[src/hw/rtl/ldfd_pkg.sv]
// shared types and constants for the laser distance frame decoder
package ldfd_pkg;

  // number of sensor channels in use, 1 to 16
  localparam int unsigned NUM_CHANNELS = 4;
  localparam int unsigned CH_W = (NUM_CHANNELS > 1) ? $clog2(NUM_CHANNELS) : 1;

  // byte tags in bits 7..6
  localparam logic [1:0] TAG_LOW  = 2'b00;
  localparam logic [1:0] TAG_MID  = 2'b01;
  localparam logic [1:0] TAG_HIGH = 2'b10;

  // distance arithmetic: floor(raw*51*4096/4095) - 32768
  localparam int unsigned RAW_W  = 16;
  localparam int unsigned X_W    = 22;
  localparam int unsigned Q_W    = 10;
  localparam int unsigned DIST_W = 23;
  localparam logic [X_W-1:0]    DIST_DIV    = X_W'(4095);
  localparam logic [DIST_W-1:0] DIST_OFFSET = DIST_W'(32768);

  typedef enum logic [1:0] {
    PH_LOW  = 2'd0,
    PH_MID  = 2'd1,
    PH_HIGH = 2'd2
  } phase_t;

  typedef struct packed {
    phase_t     phase;
    logic [5:0] low_bits;
    logic [5:0] mid_bits;
  } entry_t;

  typedef struct packed {
    logic [3:0]       channel;
    logic [RAW_W-1:0] raw;
  } result_t;

endpackage

[src/hw/rtl/laser_distance_frame_decoder.sv]
// path: a byte that completes a frame goes through the state stage, p1, p2 and the output register
// throughput: one byte per cycle while in_stall is low; a same-channel byte on the next cycle is
//   served by forwarding around the registered state memory read
// reset: frame trackers of all channels expect a low byte; no clearing pass,
//   per-channel valid bits are cleared at once
module laser_distance_frame_decoder (
  input  logic                               clk,
  input  logic                               rst,
  input  logic                               in_valid,
  output logic                               in_stall,
  input  logic [3:0]                         channel,
  input  logic [7:0]                         rx_byte,
  output logic                               out_valid,
  input  logic                               out_stall,
  output logic [3:0]                         out_channel,
  output logic [ldfd_pkg::RAW_W-1:0]         raw_value,
  output logic signed [ldfd_pkg::DIST_W-1:0] distance_q16
);
  import ldfd_pkg::*;

  logic    res_valid;
  logic    res_stall;
  result_t res;

  ldfd_state u_state (
    .clk       (clk),
    .rst       (rst),
    .in_valid  (in_valid),
    .in_stall  (in_stall),
    .channel   (channel),
    .rx_byte   (rx_byte),
    .res_valid (res_valid),
    .res_stall (res_stall),
    .res       (res)
  );

  ldfd_dist u_dist (
    .clk          (clk),
    .rst          (rst),
    .res_valid    (res_valid),
    .res_stall    (res_stall),
    .res          (res),
    .out_valid    (out_valid),
    .out_stall    (out_stall),
    .out_channel  (out_channel),
    .raw_value    (raw_value),
    .distance_q16 (distance_q16)
  );

`ifndef SYNTHESIS
  logic [DIST_W-1:0] chk_x;
  logic [DIST_W-1:0] chk_diff;
  assign chk_x    = DIST_W'(raw_value) * DIST_W'(51);
  assign chk_diff = $unsigned(distance_q16) + DIST_OFFSET - chk_x;

  // results only come from channels in use
  a_out_channel: assert property (@(posedge clk) disable iff (rst)
    out_valid |-> ({1'b0, out_channel} < 5'(NUM_CHANNELS)))
    else $error("result from channel out of range");

  // input stalls only when a completed frame is blocked downstream
  a_stall_cause: assert property (@(posedge clk) disable iff (rst)
    in_stall |-> (res_valid && res_stall))
    else $error("input stalled without a blocked result");

  // distance plus 32768 lies between raw*51 and raw*51 + 816, the largest raw*51/4095
  a_dist_bracket: assert property (@(posedge clk) disable iff (rst)
    out_valid |-> (chk_diff <= DIST_W'(816)))
    else $error("distance does not match raw value");
`endif

endmodule

[src/hw/rtl/ldfd_state.sv]
// per-channel frame tracker state memory with read-modify-write and forwarding
module ldfd_state (
  input  logic              clk,
  input  logic              rst,
  input  logic              in_valid,
  output logic              in_stall,
  input  logic [3:0]        channel,
  input  logic [7:0]        rx_byte,
  output logic              res_valid,
  input  logic              res_stall,
  output ldfd_pkg::result_t res
);
  import ldfd_pkg::*;

  entry_t                  mem [NUM_CHANNELS];
  logic [NUM_CHANNELS-1:0] vld;

  logic             s1_valid;
  logic [3:0]       s1_channel;
  logic [7:0]       s1_byte;
  logic             rd_vld;
  entry_t           rd_entry;
  logic             byp;
  entry_t           byp_entry;

  logic             in_range;
  logic             accept;
  logic [CH_W-1:0]  in_addr;
  logic [CH_W-1:0]  s1_addr;
  logic             s1_fire;
  logic             emit;
  logic [1:0]       tag;
  entry_t           cur;
  entry_t           entry_next;

  assign in_addr  = channel[CH_W-1:0];
  assign s1_addr  = s1_channel[CH_W-1:0];
  assign in_range = ({1'b0, channel} < 5'(NUM_CHANNELS));
  assign in_stall = s1_valid && !s1_fire;
  assign accept   = in_valid && !in_stall;
  assign tag      = s1_byte[7:6];

  always_comb begin
    if (byp) begin
      cur = byp_entry;
    end else if (rd_vld) begin
      cur = rd_entry;
    end else begin
      cur = '{phase: PH_LOW, low_bits: 6'd0, mid_bits: 6'd0};
    end
    entry_next = cur;
    emit       = 1'b0;
    case (cur.phase)
      PH_MID: begin
        if (tag == TAG_MID) begin
          entry_next.mid_bits = s1_byte[5:0];
          entry_next.phase    = PH_HIGH;
        end else begin
          entry_next.phase = PH_LOW;
        end
      end
      PH_HIGH: begin
        entry_next.phase = PH_LOW;
        emit             = (tag == TAG_HIGH);
      end
      default: begin
        if (tag == TAG_LOW) begin
          entry_next.low_bits = s1_byte[5:0];
          entry_next.phase    = PH_MID;
        end else begin
          entry_next.phase = PH_LOW;
        end
      end
    endcase
  end

  assign s1_fire     = s1_valid && (!emit || !res_stall);
  assign res_valid   = s1_valid && emit;
  assign res.channel = s1_channel;
  assign res.raw     = {s1_byte[3:0], cur.mid_bits, cur.low_bits};

  always_ff @(posedge clk) begin
    if (rst) begin
      s1_valid <= 1'b0;
      vld      <= '0;
      byp      <= 1'b0;
      rd_vld   <= 1'b0;
    end else begin
      if (s1_fire) begin
        s1_valid     <= 1'b0;
        vld[s1_addr] <= 1'b1;
      end
      if (accept && in_range) begin
        s1_valid <= 1'b1;
        rd_vld   <= vld[in_addr];
        // write of the previous item to the same entry lands at this edge
        byp      <= s1_fire && (s1_addr == in_addr);
      end
    end
  end

  always_ff @(posedge clk) begin
    if (s1_fire) begin
      mem[s1_addr] <= entry_next;
    end
    if (accept && in_range) begin
      s1_channel <= channel;
      s1_byte    <= rx_byte;
      rd_entry   <= mem[in_addr];
      byp_entry  <= entry_next;
    end
  end

endmodule

[src/hw/rtl/ldfd_dist.sv]
// distance pipeline: raw*51, reciprocal estimate of /4095, correction, output register
module ldfd_dist (
  input  logic                             clk,
  input  logic                             rst,
  input  logic                             res_valid,
  output logic                             res_stall,
  input  ldfd_pkg::result_t                res,
  output logic                             out_valid,
  input  logic                             out_stall,
  output logic [3:0]                       out_channel,
  output logic [ldfd_pkg::RAW_W-1:0]       raw_value,
  output logic signed [ldfd_pkg::DIST_W-1:0] distance_q16
);
  import ldfd_pkg::*;

  logic             p1_valid;
  result_t          p1_res;
  logic [X_W-1:0]   p1_x;
  logic             p2_valid;
  result_t          p2_res;
  logic [X_W-1:0]   p2_x;
  logic [Q_W-1:0]   p2_q;

  logic             out_load;
  logic             p2_load;
  logic             p1_load;
  logic [X_W-1:0]   x_in;
  logic [X_W+12-1:0] x_recip;
  logic [Q_W-1:0]   q_est;
  logic [X_W-1:0]   q_mul;
  logic [X_W-1:0]   rem;
  logic [Q_W-1:0]   q_fix;
  logic [DIST_W-1:0] dist_val;

  assign out_load  = !out_valid || !out_stall;
  assign p2_load   = !p2_valid || out_load;
  assign p1_load   = !p1_valid || p2_load;
  assign res_stall = !p1_load;

  // raw * 51 as shift-adds
  assign x_in = {1'b0, res.raw, 5'b0} + {2'b0, res.raw, 4'b0} + {5'b0, res.raw, 1'b0}
              + {6'b0, res.raw};

  // x*4097 >> 24 is floor(x/4095) or one less
  assign x_recip = {12'b0, p1_x} + {p1_x, 12'b0};
  assign q_est   = x_recip[X_W+12-1:24];

  // remainder check against 4095, q*4095 = (q<<12) - q
  assign q_mul    = {p2_q, 12'b0} - {{(X_W-Q_W){1'b0}}, p2_q};
  assign rem      = p2_x - q_mul;
  assign q_fix    = (rem >= DIST_DIV) ? (p2_q + Q_W'(1)) : p2_q;
  assign dist_val = {1'b0, p2_x} + {{(DIST_W-Q_W){1'b0}}, q_fix} - DIST_OFFSET;

  always_ff @(posedge clk) begin
    if (rst) begin
      p1_valid  <= 1'b0;
      p2_valid  <= 1'b0;
      out_valid <= 1'b0;
    end else begin
      if (p1_load) begin
        p1_valid <= res_valid;
      end
      if (p2_load) begin
        p2_valid <= p1_valid;
      end
      if (out_load) begin
        out_valid <= p2_valid;
      end
    end
  end

  always_ff @(posedge clk) begin
    if (p1_load && res_valid) begin
      p1_res <= res;
      p1_x   <= x_in;
    end
    if (p2_load && p1_valid) begin
      p2_res <= p1_res;
      p2_x   <= p1_x;
      p2_q   <= q_est;
    end
    if (out_load && p2_valid) begin
      out_channel  <= p2_res.channel;
      raw_value    <= p2_res.raw;
      distance_q16 <= $signed(dist_val);
    end
  end

endmodule

[config.mk]
export PLATFORM = sky130hd
export DESIGN_NAME = laser_distance_frame_decoder
export DESIGN_NICKNAME = d
export VERILOG_FILES = /design/src/hw/rtl/ldfd_pkg.sv /design/src/hw/rtl/laser_distance_frame_decoder.sv /design/src/hw/rtl/ldfd_state.sv /design/src/hw/rtl/ldfd_dist.sv
export SDC_FILE = /design/constraint.sdc
export NUM_CORES = 1
export LEC_CHECK = 0
export BUFFER_PORTS_ARGS = -buffer_cell sky130_fd_sc_hd__clkbuf_2
export CORE_ASPECT_RATIO = 2
export CORE_MARGIN = 1.5
export CORE_UTILIZATION = 60
export DETAILED_ROUTE_END_ITERATION = 12
export PLACE_DENSITY = 0.83
export SLEW_MARGIN = 20
export SYNTH_ARGS = -nofsm -noshare
export SYNTH_HDL_FRONTEND = slang
export SYNTH_SLANG_ARGS = --single-unit
[constraint.sdc]
create_clock -name clk -period 7.6 [get_ports clk]
set_input_delay 0.38 -clock clk [delete_from_list [all_inputs] [get_ports clk]]
set_output_delay 0.38 -clock clk [all_outputs]
set_load 0.01 [all_outputs]
# Word level (Yosys, flattened, before mapping)

Memories as Yosys holds them, arrays and structs flattened. A register that Yosys moved wholly into a read port is not among the register bits.
Cells that the tools add are included.

Register bits: 173
Bits in writable memories: 56
Bits of input ports: 16
Output and inout bits: 45
Logic and storage cells: 86
Memories: 1

Memories:

| name        | words | bits a word | rd ports | clocked after Yosys merged registers in | write ports | RTL line         | text |
|---|---|---|---|---|---|---|---|
| u_state.mem | 4     | 14          | 1        | 1                                       | 1           | ldfd_state.sv:15 | `entry_t mem [NUM_CHANNELS];` |

Add/sub/neg operators: 9
Magnitude comparators: 5
Equality and inequality tests: 5
Mux-type cells: 19
Bitwise operators: 1
Reduce and logical (&&, ||, !) cells: 24

Operators with widths:

| operator                                                            | count |
|---|---|
| adder 22 x 34 -> 34 bit                                             | 1 |
| 2-to-1 mux 14 bit                                                   | 2 |
| 2-to-1 mux 6 bit                                                    | 4 |
| adder 22 x 10 -> 23 bit                                             | 1 |
| subtractor 23 x 16 -> 23 bit, second input constant                 | 1 |
| adder 21 x 20 -> 22 bit                                             | 1 |
| adder 22 x 16 -> 22 bit                                             | 1 |
| adder 22 x 17 -> 22 bit                                             | 1 |
| greater-or-equal comparator 22 x 12 -> 1 bit, second input constant | 1 |
| subtractor 22 x 10 -> 22 bit                                        | 1 |
| subtractor 22 bit                                                   | 1 |
| adder 10 x 1 -> 10 bit, second input constant                       | 1 |
| logical AND 1 bit                                                   | 10 |
| 2-to-1 mux 10 bit                                                   | 1 |
| 2-to-1 mux 1 bit                                                    | 8 |
| logical NOT 1 bit                                                   | 7 |
| less-than comparator 2 x 3 -> 1 bit, second input constant          | 2 |
| == test 2 x 1 -> 1 bit, second input constant                       | 2 |
| == test 2 bit, second input constant                                | 2 |
| logical OR 1 bit                                                    | 4 |
| less-than comparator 4 x 3 -> 1 bit, second input constant          | 1 |
| bitwise OR 4 bit                                                    | 1 |
| one-hot mux 2 bit (2 select lines)                                  | 1 |
| binary-select mux 1 bit (select 2 bit)                              | 1 |
| other kinds (7)                                                     | 7 |

# Longest topological paths before layout

Depth after elaboration: 13
Mapped depth: 24
Mapped depth without buffers: 23

# Modules after synthesis

Synthesis repeated with hierarchy kept, for this count alone.

Cells, all modules: 853
Area total of the unflattened synthesis: 12196.7 µm²

By module, submodules not included:

| module     | instances | cells an instance | area each (µm²) | seq. area each (µm²) |
|---|---|---|---|---|
| ldfd_dist  | 1         | 661               | 8240.4          | 4113.9 |
| ldfd_state | 1         | 192               | 3956.3          | 3022.9 |

# Worst setup path before layout

OpenSTA, ideal clock, no wires.

Kind: flip-flop to flip-flop
Start: register u_dist.p2_q[9]
End: register u_dist.distance_q16[18] in the netlist's numbering (data pin)
Library setup time: 271 ps
Arrival: 5223 ps
Slack: 2106 ps
Stages on the path, launching flop included: 23
Buffers on the path: 0
Period minus slack after synthesis: 5494 ps
Cell sequence: edfxtp_1 > inv_1 > ha_1 > inv_1 > ha_1 > a21o_1 > a31o_2 > or2_1 > or3_1 > a221oi_2 > o2111ai_1 > nor4_4 > mux2_1 > fa_1 > a21o_1 > a21oi_1 > o21bai_1 > a21oi_1 > o21ai_0 > a41oi_1 > nor2_1 > nor4_1 > xor2_1

Cells in the longest elaborated chain, start to end: 6
Elaborated cells on any way between the ends: 7
Classes of those cells: add/sub: 5; order compare: 1; mux: 1

RTL lines:

| element                                      | RTL line        | text |
|---|---|---|
| start, declared                              | ldfd_dist.sv:22 | `logic [Q_W-1:0] p2_q;` |
| start signal, assigned                       | ldfd_dist.sv:80 | `p2_q <= q_est;` |
| subtractor 22 x 10 -> 22 bit                 | ldfd_dist.sv:49 | `assign q_mul = {p2_q, 12'b0} - {{(X_W-Q_W){1'b0}}, p2_q};` |
| subtractor 22 bit                            | ldfd_dist.sv:50 | `assign rem = p2_x - q_mul;` |
| greater-or-equal comparator 22 x 12 -> 1 bit | ldfd_dist.sv:51 | `assign q_fix = (rem >= DIST_DIV) ? (p2_q + Q_W'(1)) : p2_q;` |
| 2-to-1 mux 10 bit (*)                        | ldfd_dist.sv:51 |  |
| adder 22 x 10 -> 23 bit (*)                  | ldfd_dist.sv:52 | `assign dist_val = {1'b0, p2_x} + {{(DIST_W-Q_W){1'b0}}, q_fix} - DIST_OFFSET;` |
| subtractor 23 x 16 -> 23 bit (*)             | ldfd_dist.sv:52 |  |
| net u_dist.dist_val[18]                      | ldfd_dist.sv:33 | `logic [DIST_W-1:0] dist_val;` |
| end signal, assigned                         | ldfd_dist.sv:85 | `distance_q16 <= $signed(dist_val);` |
| end, declared                                | ldfd_dist.sv:12 | `output logic signed [ldfd_pkg::DIST_W-1:0] distance_q16` |

The timed path passes the listed nets; every way through them passes the cells marked *.
A chain may end at the register's enable or synchronous reset.

# Final worst setup path

Start: register u_dist.p2_q[6]
End: register u_dist.distance_q16[20] in the netlist's numbering (data pin)

The elaborated chain is that of the path after synthesis.

==> out/results.ini <==
[setup_path]
max_stage_delay_ns = 0.53
crit_family = compound AO/OA/AOI/OAI gates
arrival_ns = 6.80
crit_type = flop to flop
slowest_stage = or4_1
cp-end-kind = flop
worst_setup_path_start_kind = flop
cp.required_ns = 7.85
path_cells = inv_1, ha_1, inv_1, ha_1, a21oi_1, xor2_1, or4_1, nor4_1, nand4_1, o2111ai_1, nor4_4, buf_4, nor2b_1, xnor2_1, ha_1, a21o_1, a21oi_1, o21bai_1, a21oi_1, o21ai_0, a41oi_1, nor2_1, nor3_1, xor2_1
crit_buf_inv = 3
worst-path-max-fanout = 8

[synthesis]
ys_types = 67
synth_area_mm2 = 0.0123
ys_seq_area_share_pct = 58.0
yosysWarnings = 0
synth_area_leaders = edfxtp_1 56%, ha_1 9.9%, fa_1 4.2%
synth_top_area_cell = edfxtp_1
ys.flop_type = edfxtp_1
synth_top_cell_area_share_pct = 56.4
ys_async_sr_fraction_pct = 0
ys_ff_latch = 241
avgSynthCellArea_um2 = 14.1
synth_edf_count = 231
postSynthCellCount = 874
synth_nets = 1013

[finish]
fin_cells = 1230
fillers = 1332
finalNetCount = 1092
area_growth_pct = 12.0
design_area_mm2 = 0.0138
drive_gt1_share_pct = 15.8
antenna_cells = 0

[routing]
dr.pass1.iters = 5
post-route-drc-count = 0
wl_um = 28100
wl_met1_um = 8170
vias = 7521
vias_per_cell = 6.11
drt-initial-drc-count = 400
wl_met2_um = 16700
wl_met3_um = 756
detail-route-antenna-nets = 0
wl_per_cell_um = 22.8
top_layer_used = met4

[clocking]
cts_root_buffer = clkbuf_16
cts_tree = yes
clock_latency_ns = 0.51
numCtsBuffers = 21
clockBufferDepth = 3
cts.clk_slew.worst_paths_ns = 0.07
ctsHtreeMaxLevel = 1
cts_sinks = 241
cts_setup_buffers = 0
cts-resized-gates = 0
cts_hold_buf = 0

[placement]
dpl.hpwl_um = 20800
dp_cells = 1191
portBuffers = 60
gp_congestion = 1.00
placed_area_mm2 = 0.0130

[global_routing]
gr-usage-all-layers_pct = 26.7
gr-total-overflow = 0
grt_pass1_vias = 7945
antenna_found_initial = 0
grt_first_pass_wirelength_um = 42600
grt_max_degree = 52

[floorplanning]
ios = 61
num_rows = 73
chipHeight_um = 205
core-area_mm2 = 0.0200
initial_core_util_pct = 61.5
die_width_um = 104
die_area_mm2 = 0.0214

[timing]
max_freq_mhz = 153
rsz0062_at_grt = no
slew_violations = 0
hold_viol = 0
finalCriticalPeriod_ns = 6.55
period_share_pct = 86.2
worstMarginPinSlew_ns = 0.892
setup_violations = 0
relSlewSlack_pct = 40.0
tns_ns = 0
fin_skew_ns = 0.0214

[power]
ir_drop_uv = 229
swShare_pct = 19.7
seq_power_share_pct = 53.8
p_per_area_mw_per_mm2 = 197
p_int_uw = 2170
p_sw_uw = 534
pwr-share-comb_pct = 2.8
clock_power_share_pct = 43.4
power_uw = 2710
p_leak_uw = 0.00539

[min_path]
min_path_type = input port to flop

[run]
drv_cap = 0

[run_status]
outcome = completed

## state kept, by name, summed over array words and instances (netlist names), 14 cells and up
register             cells
u_dist.p2_x             22
u_dist.p1_x             22
u_dist.p1_res           19
u_state.mem             56
u_dist.p2_res           19
u_state.byp_entry       14
u_dist.distance_q16     23
u_state.rd_entry        14
u_dist.raw_value        16
## metal layers
layer / up-vias / GRT usage [%]
li1: 3479 / -
met1: 3684 / 21.8
met2: 241 / 55.5
met3: 117 / 2.95
met4: 0 / 20.5
met5: - / 0
## placed cells by master (no fill, tap or decap), drive strengths merged, types with 5 or more instances in the layout
| cell type | n |
|---|---|
| a211oi | 7 |
| a21o | 18 |
| a21oi | 46 |
| a22o | 14 |
| a31o | 6 |
| and3 | 7 |
| buf | 10 |
| bufinv | 5 |
| clkbuf | 84 |
| dfxtp | 10 |
| edfxtp | 231 |
| fa | 26 |
| ha | 97 |
| inv | 65 |
| mux2 | 12 |
| mux4 | 15 |
| nand2 | 29 |
| nand2b | 7 |
| nand3 | 17 |
| nand4 | 7 |
| nor2 | 44 |
| nor2b | 11 |
| nor3 | 17 |
| nor3b | 6 |
| nor4 | 5 |
| o2111ai | 5 |
| o211ai | 9 |
| o21a | 5 |
| o21ai | 25 |
| o21bai | 5 |
| or3 | 7 |
| xnor2 | 42 |
| xor2 | 21 |
## stage by stage
| stage | util, % | setup WS (ns) | hold slack [ns] |
|---|---|---|---|
| floorplan | - | 2.11 | 0.400 |
| global route | 68.9 | 0.668 | 0.0322 |
| global placement | 65.0 | 1.20 | 0.401 |
| CTS | 68.8 | 1.14 | 0.0353 |
| detailed placement | 65.0 | 1.12 | 0.405 |
| finish | 68.9 | 1.05 | 0.0477 |
## area by class of cell
type | instances | area, µm² | share of cell area [%]
flip-flops and latches | 241 | 7140 | 51.8
multi-input cells | 559 | 4940 | 35.8
clock buffers | 24 | 537 | 3.90
repair buffers | 70 | 388 | 2.82
well taps | 262 | 328 | 2.38
clock inverters | 14 | 225 | 1.63
inverters | 60 | 225 | 1.63
## power groups by stage
stage / Sequential (µW) / Clock, µW / Combinational, µW
after floorplan: 1480 / 0 / 53.4
after global placement: 1490 / 0 / 69.4
after detailed placement: 1490 / 0 / 72.6
after CTS: 1460 / 1190 / 73.8
after global routing: 1460 / 1230 / 81.8
final: 1460 / 1180 / 75.0
## synthesized netlist by cell type, drive strengths merged (9+ instances only)
master and number:
fa 26, inv 60, mux4 15, nor2b 11, a21o 18, dfxtp 10
nor2 44, edfxtp 231, nand2 29, a21oi 46, o21ai 25, nand3 17
mux2 12, xor2 21, o211ai 9, a22o 14, ha 97, xnor2 42
nor3 17, clkbuf 11
## cell families after synthesis
logic type               share of synthesized area, %
flip-flops                                       58.0
AND/OR/NAND/NOR                                  7.45
AO/OA/AOI/OAI                                    9.40
adder cells (fa/ha/maj)                          14.1
buffers and inverters                            2.28
XOR/XNOR                                         4.67
multiplexers                                     4.09
## final timing paths
path / from / end / slack [ns] / cells after the start
worst max-delay path: u_dist.p2_q[6]$_DFFE_PP_ / u_dist.distance_q16[20]$_DFFE_PP_ / 1.05 / 24
worst min-delay path: rx_byte[6] / u_state.s1_byte[6]$_DFFE_PP_ / 0.05 / 1
worst max register to register: u_dist.p2_q[6]$_DFFE_PP_ / u_dist.distance_q16[20]$_DFFE_PP_ / 1.05 / 24
worst min register to register: u_dist.p1_res[6]$_DFFE_PP_ / u_dist.p2_res[6]$_DFFE_PP_ / 0.42 / 0
Note: power is estimated with default switching activity, not from simulation.
